$ cat config.mk
export PLATFORM = sky130hd
export DESIGN_NAME = gifd_ctrl
export DESIGN_NICKNAME = d
export VERILOG_FILES = /design/src/rtl/core/gifd_pkg.sv /design/src/rtl/core/gifd_ctrl.sv
export SDC_FILE = /design/constraint.sdc
export NUM_CORES = 1
export LEC_CHECK = 0
export ABC_AREA = 1
export BUFFER_PORTS_ARGS = -buffer_cell sky130_fd_sc_hd__buf_2
export CAP_MARGIN = 20
export CORE_AREA = 2 2 39 41
export CTS_CLUSTER_DIAMETER = 120
export DETAILED_ROUTE_END_ITERATION = 10
export DIE_AREA = 0 0 41 43
export PLACE_DENSITY_LB_ADDON = 0.3
export SYNTH_ARGS = -nofsm -noshare
export SYNTH_HDL_FRONTEND = slang
export SYNTH_SLANG_ARGS = --single-unit
$ cat constraint.sdc
create_clock -name clk -period 1.6 [get_ports clk]
set_input_delay 0.32 -clock clk [delete_from_list [all_inputs] [get_ports clk]]
set_output_delay 0.32 -clock clk [all_outputs]
set_load 0.1 [all_outputs]
$ cat src/rtl/core/gifd_pkg.sv
// ----------------------------------------------------------------------------
// gifd_pkg
// Shared constants and types for the GIF LZW pixel decoder.
// ----------------------------------------------------------------------------
package gifd_pkg;

  localparam int TABLE_SIZE_DEF    = 4096;
  localparam int MAX_CODE_BITS_DEF = 12;

  localparam logic OP_BYTE  = 1'b0;
  localparam logic OP_DRAIN = 1'b1;

  localparam logic [2:0] REG_MIN_CODE = 3'd0;
  localparam logic [2:0] REG_WIDTH    = 3'd1;
  localparam logic [2:0] REG_HEIGHT   = 3'd2;
  localparam logic [2:0] REG_INTERL   = 3'd3;
  localparam logic [2:0] REG_SQUASH   = 3'd4;

  typedef struct packed {
    logic       op;
    logic [7:0] data_byte;
  } in_word_t;

  typedef struct packed {
    logic        pixel_valid;
    logic [7:0]  pixel_index;
    logic [15:0] pixel_x;
    logic [15:0] pixel_row;
    logic        need_byte;
    logic        finished;
  } out_word_t;

  // controller -> datapath
  typedef struct packed {
    logic restart;
    logic do_byte;
    logic do_pop;
    logic do_decode;
    logic do_skip;
    logic walk_step;
    logic walk_end;
    logic emit;
  } dp_cmd_t;

  // datapath -> controller
  typedef struct packed {
    logic stack_empty;
    logic can_decode;
    logic decode_walks;
    logic walk_more;
  } dp_stat_t;

endpackage

$ cat src/rtl/core/gifd_ctrl.sv
// ----------------------------------------------------------------------------
// gifd_ctrl
// Sequencer: accepts a word, runs the chain walk, presents the result.
// ----------------------------------------------------------------------------
module gifd_ctrl
  import gifd_pkg::*;
(
  input  logic     clk,
  input  logic     rst_n,
  input  logic     cfg_wr,
  input  logic     in_valid,
  input  logic     in_op,
  output logic     in_ready,
  output logic     out_valid,
  input  logic     out_ready,
  input  dp_stat_t stat,
  output dp_cmd_t  cmd
);
  localparam logic [1:0] ST_IDLE = 2'd0;
  localparam logic [1:0] ST_READ = 2'd1;
  localparam logic [1:0] ST_WALK = 2'd2;
  localparam logic [1:0] ST_OUT  = 2'd3;

  logic [1:0] state_r, state_nxt;
  logic       acc;

  assign in_ready  = (state_r == ST_IDLE) && !cfg_wr;
  assign out_valid = (state_r == ST_OUT);
  assign acc       = in_valid && in_ready;

  always_comb begin
    cmd       = '0;
    state_nxt = state_r;
    cmd.restart = cfg_wr;
    case (state_r)
      ST_IDLE: begin
        if (acc) begin
          if (in_op == OP_BYTE) begin
            cmd.do_byte = 1'b1;
            state_nxt   = ST_OUT;
          end else if (!stat.stack_empty) begin
            cmd.do_pop = 1'b1;
            state_nxt  = ST_READ;
          end else if (stat.can_decode) begin
            cmd.do_decode = 1'b1;
            state_nxt     = stat.decode_walks ? ST_WALK : ST_OUT;
          end else begin
            cmd.do_skip = 1'b1;
            state_nxt   = ST_OUT;
          end
        end
      end
      ST_READ: begin
        cmd.emit  = 1'b1;
        state_nxt = ST_OUT;
      end
      ST_WALK: begin
        if (stat.walk_more) begin
          cmd.walk_step = 1'b1;
        end else begin
          cmd.walk_end = 1'b1;
          state_nxt    = ST_OUT;
        end
      end
      ST_OUT: begin
        if (out_ready) begin
          state_nxt = ST_IDLE;
        end
      end
      default: state_nxt = ST_IDLE;
    endcase
  end

  always_ff @(posedge clk) begin
    if (!rst_n) begin
      state_r <= ST_IDLE;
    end else begin
      state_r <= state_nxt;
    end
  end
endmodule

==> run metrics, run 1 <==
CP Capture Type output port; Area growth, synth to finish 123.5%; GR Overflow Total 0; CP required 1.28 ns; Post-layout nets 89; pre-CTS setup slack 0.03857 ns; Tot Pwr 1.291 mW; post-layout util 0.4810; max frequency 590.2 MHz; IO Pins 20; Post-Place Cells 81; most area-consuming cells after synthesis ha_1 21%, dfxtp_1 13%, nand2_1 13%; largest area contributor in the netlist ha_1; share of layout cells above drive strength 1 0.6389; CP max FO 4; max-slew violations 0; core area 1384 um2; top flop regs state_r x2; Longest Clk Path Bufs 2; Vias 353; reg2reg path depth 10; Routed WL 736 um; DRC viols 0; CTS tree built; fill cell count 134; WHS Path Cells 3; reg2reg start state_r[0]$_SDFFE_PN0P_; Setup TNS -0.2950 ns; WS Path Type flop to output port; Vias/cell 4.011; ANT cells 0; initial DRC count 1; worst-margin pin slew 0.4827 ns; htree depth 1; insertion delay to the later sink of the worst-skew pair 0.22 ns; Combinational Power Share 0.826; Syn. warnings 0; CP arrival 1.37 ns; CTS root buffer clkbuf_4; flop-to-flop setup slack 0.23 ns; status finished, violations left; syn nets 60; first-pass GRT wire length 1.186 mm; GRT Total Usage 0.09749; Worst IR Drop VDD 0.0006250 V; register area 45.04 um2; total iterations of the first detailed-routing run 4; Startpoint Class flop; Net Sw Power 0.7079 mW; mean post-synth cell area 6.617 um2; Tightest Hold Check Type primary input to flop; antenna-violating nets left 0; largest net degree at the start of global routing 5; cell count after synthesis 45; minimum clock period 1.694 ns; IO buf count 19; post-synth top area share 0.2101; RSZ-0062 raised after global routing true; Final Skew 0.004958 ns; sequential share of the synthesized area 0.1345; Max Cap Viol 0; Max transition margin 0.6804; worst hold start rst_n; max reg flops 2; TritonCTS Buffers 3; clk sink count 2; internal power 0.5827 mW; Die X 41 um; clock power share 0.086; Seq cells post-synth 2; most frequent cells in the layout 10 x buf_2, 9 x nand2_1, 9 x buf_12; failing checks negative setup slack; clock-pin slew of the registers on the worst-case setup and hold paths 0.03 ns; Lkg Pwr 0.3326 nW; fin cells 88; Synth cell types 15; design area 665.6 um2; Hold Slack 0.3303 ns; WHS Endpoint state_r[1]$_SDFFE_PN0P_; largest register by flop count state_r; die area 1763 um2; Worst R2R End state_r[0]$_SDFFE_PN0P_; initial antenna violation count 0; DR WL/cell 8.364 um; Initial Util 0.2152; Final Setup Violations 4; Die Height 43 um; DP Area 610.6 um2; Power Density 1939 nW/um2; period utilization 1.059; final RePlAce weighted congestion 0.7606; cell row count 14; post-route setup slack -0.09427 ns; vias in the first global route 334; area of the multi-input gates 261.5 um2; Synth Cell Area 297.8 um2; DPL Wire Length 633.4 um; commonest non-fill, non-tap cell in the layout buf_2; Net Sw Frac 0.5485; sequential share of power 0.089; hold violation total from the final report 0
[power by group through the flow]
stage	registers (mW)	logic (mW)	clock network [mW]
final	0.115	1.07	0.110
after global routing	0.119	1.13	0.118
after CTS	0.115	1.08	0.112
after detailed placement	0.116	1.00	0
after global placement	0.116	0.989	0
after floorplan	0.112	0.696	0
[area by class of cell]
class | count | area share
Sequential cell | 2 | 0.06767
Inverter | 9 | 0.06203
Clock buffer | 3 | 0.03383
Timing Repair Buffer | 25 | 0.4135
Multi-Input combinational cell | 33 | 0.3929
Tap cell | 16 | 0.03008
[Yosys cell counts]
cell and instances:
nand2_1 10, nor2_1 8, inv_1 6, ha_1 5, nor3_2 3, dfxtp_1 2
inv_2 2, nor2_2 2, a21oi_1 1, buf_4 1, bufinv_8 1, nand2_2 1
nand3_1 1, o21ai_1 1, o21ai_2 1
[kinds of logic (layout without fill, tap and decap cells)]
logic type,Yosys count,count (layout),share of synthesized area
simple gates,25,25,0.4076
fa+ha+maj,5,5,0.2101
buf+inv,10,37,0.1849
compound gates,3,3,0.06300
flops,2,2,0.1345
[how the worst max path moves through the flow]
stage	endpoint	cells after the start	startpoint
after floorplan	cmd[3]	6	state_r[1]$_SDFFE_PN0P_
after global routing	cmd[3]	7	state_r[1]$_SDFFE_PN0P_
after detailed placement	cmd[3]	7	state_r[0]$_SDFFE_PN0P_
after global placement	cmd[3]	7	state_r[0]$_SDFFE_PN0P_
final	cmd[3]	7	state_r[1]$_SDFFE_PN0P_
after CTS	cmd[4]	7	state_r[1]$_SDFFE_PN0P_
[metal layers]
metal | vias up | track usage | wire, um
li1 | 190 | - | -
met4 | 0 | 0.02000 | 0
met1 | 153 | 0.1097 | 280
met2 | 10 | 0.1688 | 420
met3 | 0 | 0.03141 | 36
met5 | - | 0 | 0
[critical path, cell delays in order (launching register included)]
cell     delay, ns
dfxtp_2       0.32
inv_2         0.07
ha_4          0.13
inv_2         0.04
nor2_4        0.12
nand2_4       0.10
nor3_4        0.17
buf_12        0.20
[what timing repair did]
item / 4_1_cts / 5_1_grt
hold buffers: 0 / 0
hold endpoints to repair: 0 / 0
endpoints found under the setup margin: 4 / 7
gates resized for setup: 1 / 0
pin swaps: 2 / 0
setup buffers: 4 / 0
Note: power is estimated with default switching activity, not from simulation.
==> run 2, diff against run 1 <==
- clock period: 1.6 -> 2.1 ns (I/O delays scaled with it)
==> run 2 against run 1 <==
The run now ends clean. Global-route usage fell by 1.7 points. Die area did not move. Sequential cell count did not move. Core utilization fell by 10 points. Sequential power fell by 24%. Final cell count fell by 6.8%. Clock power fell by 27%. Worst setup slack improved by 0.23 ns. Final area fell by 21%. Largest cell class is now multi-input combinational cells.
==> run metrics, run 2 (synthesis gave the netlist of run 1 again) <==
Combinational Power Share 0.781 (-0.045); status finished, final reports clean; Tightest Hold Check Type primary input to flop; post_cts resized 0 (-1); largest net degree at the start of global routing 5 (unchanged); initial antenna violation count 0 (unchanged); first-pass GRT wire length 1.048 mm (-12%); Max stage delay on crit path 0.42 ns (+0.10 ns); antenna-violating nets left 0 (unchanged); GR Util met2 0.1344 (-0.03438); Max Cap Viol 0 (unchanged); Initial Util 0.2152 (unchanged); internal power 0.2745 mW (-53%); pre-CTS setup slack 0.3404 ns (+0.3018 ns); hold violation total from the final report 0 (unchanged); htree depth 1 (unchanged); vias in the first global route 263 (-21%); DR WL/cell 7.622 um (-8.9%); insertion delay to the later sink of the worst-skew pair 0.22 ns (about the same); CP max FO 4 (unchanged); Vias 328 (-7.1%); CTS root buffer clkbuf_4; Net Sw Power 0.4933 mW (-30%); WS Path Type flop to output port; DRC viols 0 (unchanged); core area 1384 um2 (unchanged); total iterations of the first detailed-routing run 1 (-3); Hold Slack 0.4332 ns (+0.1029 ns); Area growth, synth to finish 75.63%; cell row count 14 (unchanged); GRT busiest layer met2; Longest Clk Path Bufs 2 (unchanged); sequential share of power 0.114 (+0.025); max-slew violations 0 (unchanged); most frequent cells in the layout 16 x buf_2, 9 x nand2_1, 6 x nor2_1; post-route setup slack 0.1318 ns (+0.2261 ns); largest register by flop count state_r; DPL Wire Length 586 um (-7.5%); Power Density 1468 nW/um2 (-24%); Largest delay share family, worst path buffers and inverters; Max transition margin 0.6793 (-0.001125); IO buf count 19 (unchanged); RSZ-0062 raised after global routing false; CP required 1.68 ns (+0.40 ns); commonest non-fill, non-tap cell in the layout buf_2; top flop regs state_r x2; final RePlAce weighted congestion 0.7133 (-6.2%); initial DRC count 0 (-1); Net Sw Frac 0.6425 (+0.09400); period utilization 0.9372; Die Height 43 um (unchanged); area of the multi-input gates 256.5 um2 (-1.9%); critical path cell sequence inv_2 > ha_4 > inv_2 > nor2_4 > nand2_4 > nor2_4 > buf_2; clk sink count 2 (unchanged); Vias/cell 4.000 (-0.28%); clock power share 0.105 (+0.019); max reg flops 2 (unchanged); Crit-path slowest cell buf_2; Post-Place Cells 79 (-2.5%); M1 GR Usage 0.1093 (-0.0003527); CP arrival 1.55 ns (+0.18 ns); Final Setup Violations 0 (-4); Tot Pwr 0.7677 mW (-41%); Post-CTS Setup Inserts 0 (-4); worst-margin pin slew 0.4844 ns (+0.001700 ns); GRT Total Usage 0.08032 (-0.01717); Startpoint Class flop; Lkg Pwr 0.2847 nW (-14%); minimum clock period 1.968 ns; IO Pins 20 (unchanged); Routed WL 625 um (-15%); max frequency 508.1 MHz; Die X 41 um (unchanged); share of layout cells above drive strength 1 0.6061 (-0.03283); fin cells 82 (-6.8%); CP bufs+invs 3 (unchanged); Final Skew 0.007294 ns (+0.002336 ns); CP Capture Type output port; GR Overflow Total 0 (unchanged); fill cell count 143 (+6.7%); TritonCTS Buffers 3 (unchanged); Worst IR Drop VDD 0.0003703 V (-41%); ANT cells 0 (unchanged); CTS tree built; clock-pin slew of the registers on the worst-case setup and hold paths 0.03 ns (about the same); die area 1763 um2 (unchanged); Setup TNS 0 ns (+0.2950 ns); cts hold-fix bufs 0 (unchanged); met3 track demand over resource 0.01571 (-0.01571); register area 42.54 um2 (-5.6%); Post-layout nets 83 (-6.7%)
run 2: changes by cell type in the layout (fill, tap and decap cells not counted), sizes merged:
cell,before,now
buf,25,19
run 2: layout make-up:
type	instances	share of cell area
multi-input combinational	33	0.4904
sequential	2	0.08134
clock buffer	3	0.04306
timing repair buffer	19	0.2679
inverter	9	0.07895
tap	16	0.03828
run 2: power groups by stage:
stage          clock (mW)  combinational (mW)  sequential (mW)
3_3_place_gp            0               0.603           0.0887
3_5_place_dp            0               0.609           0.0888
5_1_grt            0.0873               0.654           0.0932
4_1_cts            0.0856               0.611           0.0879
2_1_floorplan           0               0.525           0.0857
6_report           0.0807               0.600           0.0873
run 2: tightest hold or removal path, stage by stage:
cell     delay (ns)
buf_2          0.10
nand2_1        0.05
nor2_1         0.03
run 2: layer usage:
metal / vias up / wire length, um
li1: 182 / -
met1: 138 / 262
met2: 8 / 334
met3: 0 / 29
met4: 0 / 0
met5: - / 0
run 2: path summary, 6_finish.rpt:
path / start / end / slack, ns / depth (start not counted)
max: state_r[1]$_SDFFE_PN0P_ / cmd[6] / 0.13 / 7
max reg2reg: state_r[0]$_SDFFE_PN0P_ / state_r[0]$_SDFFE_PN0P_ / 0.89 / 9
min: rst_n / state_r[1]$_SDFFE_PN0P_ / 0.43 / 3
min reg2reg: state_r[0]$_SDFFE_PN0P_ / state_r[0]$_SDFFE_PN0P_ / 0.58 / 4
run 2: through the flow:
step | cell area, um2 | util
CTS | 523.0 | 0.3779
finish | 523.0 | 0.3779
global route | 523.0 | 0.3779
detailed placement | 500.5 | 0.3617
global placement | 500.5 | 0.3617
floorplan | 347.8 | -
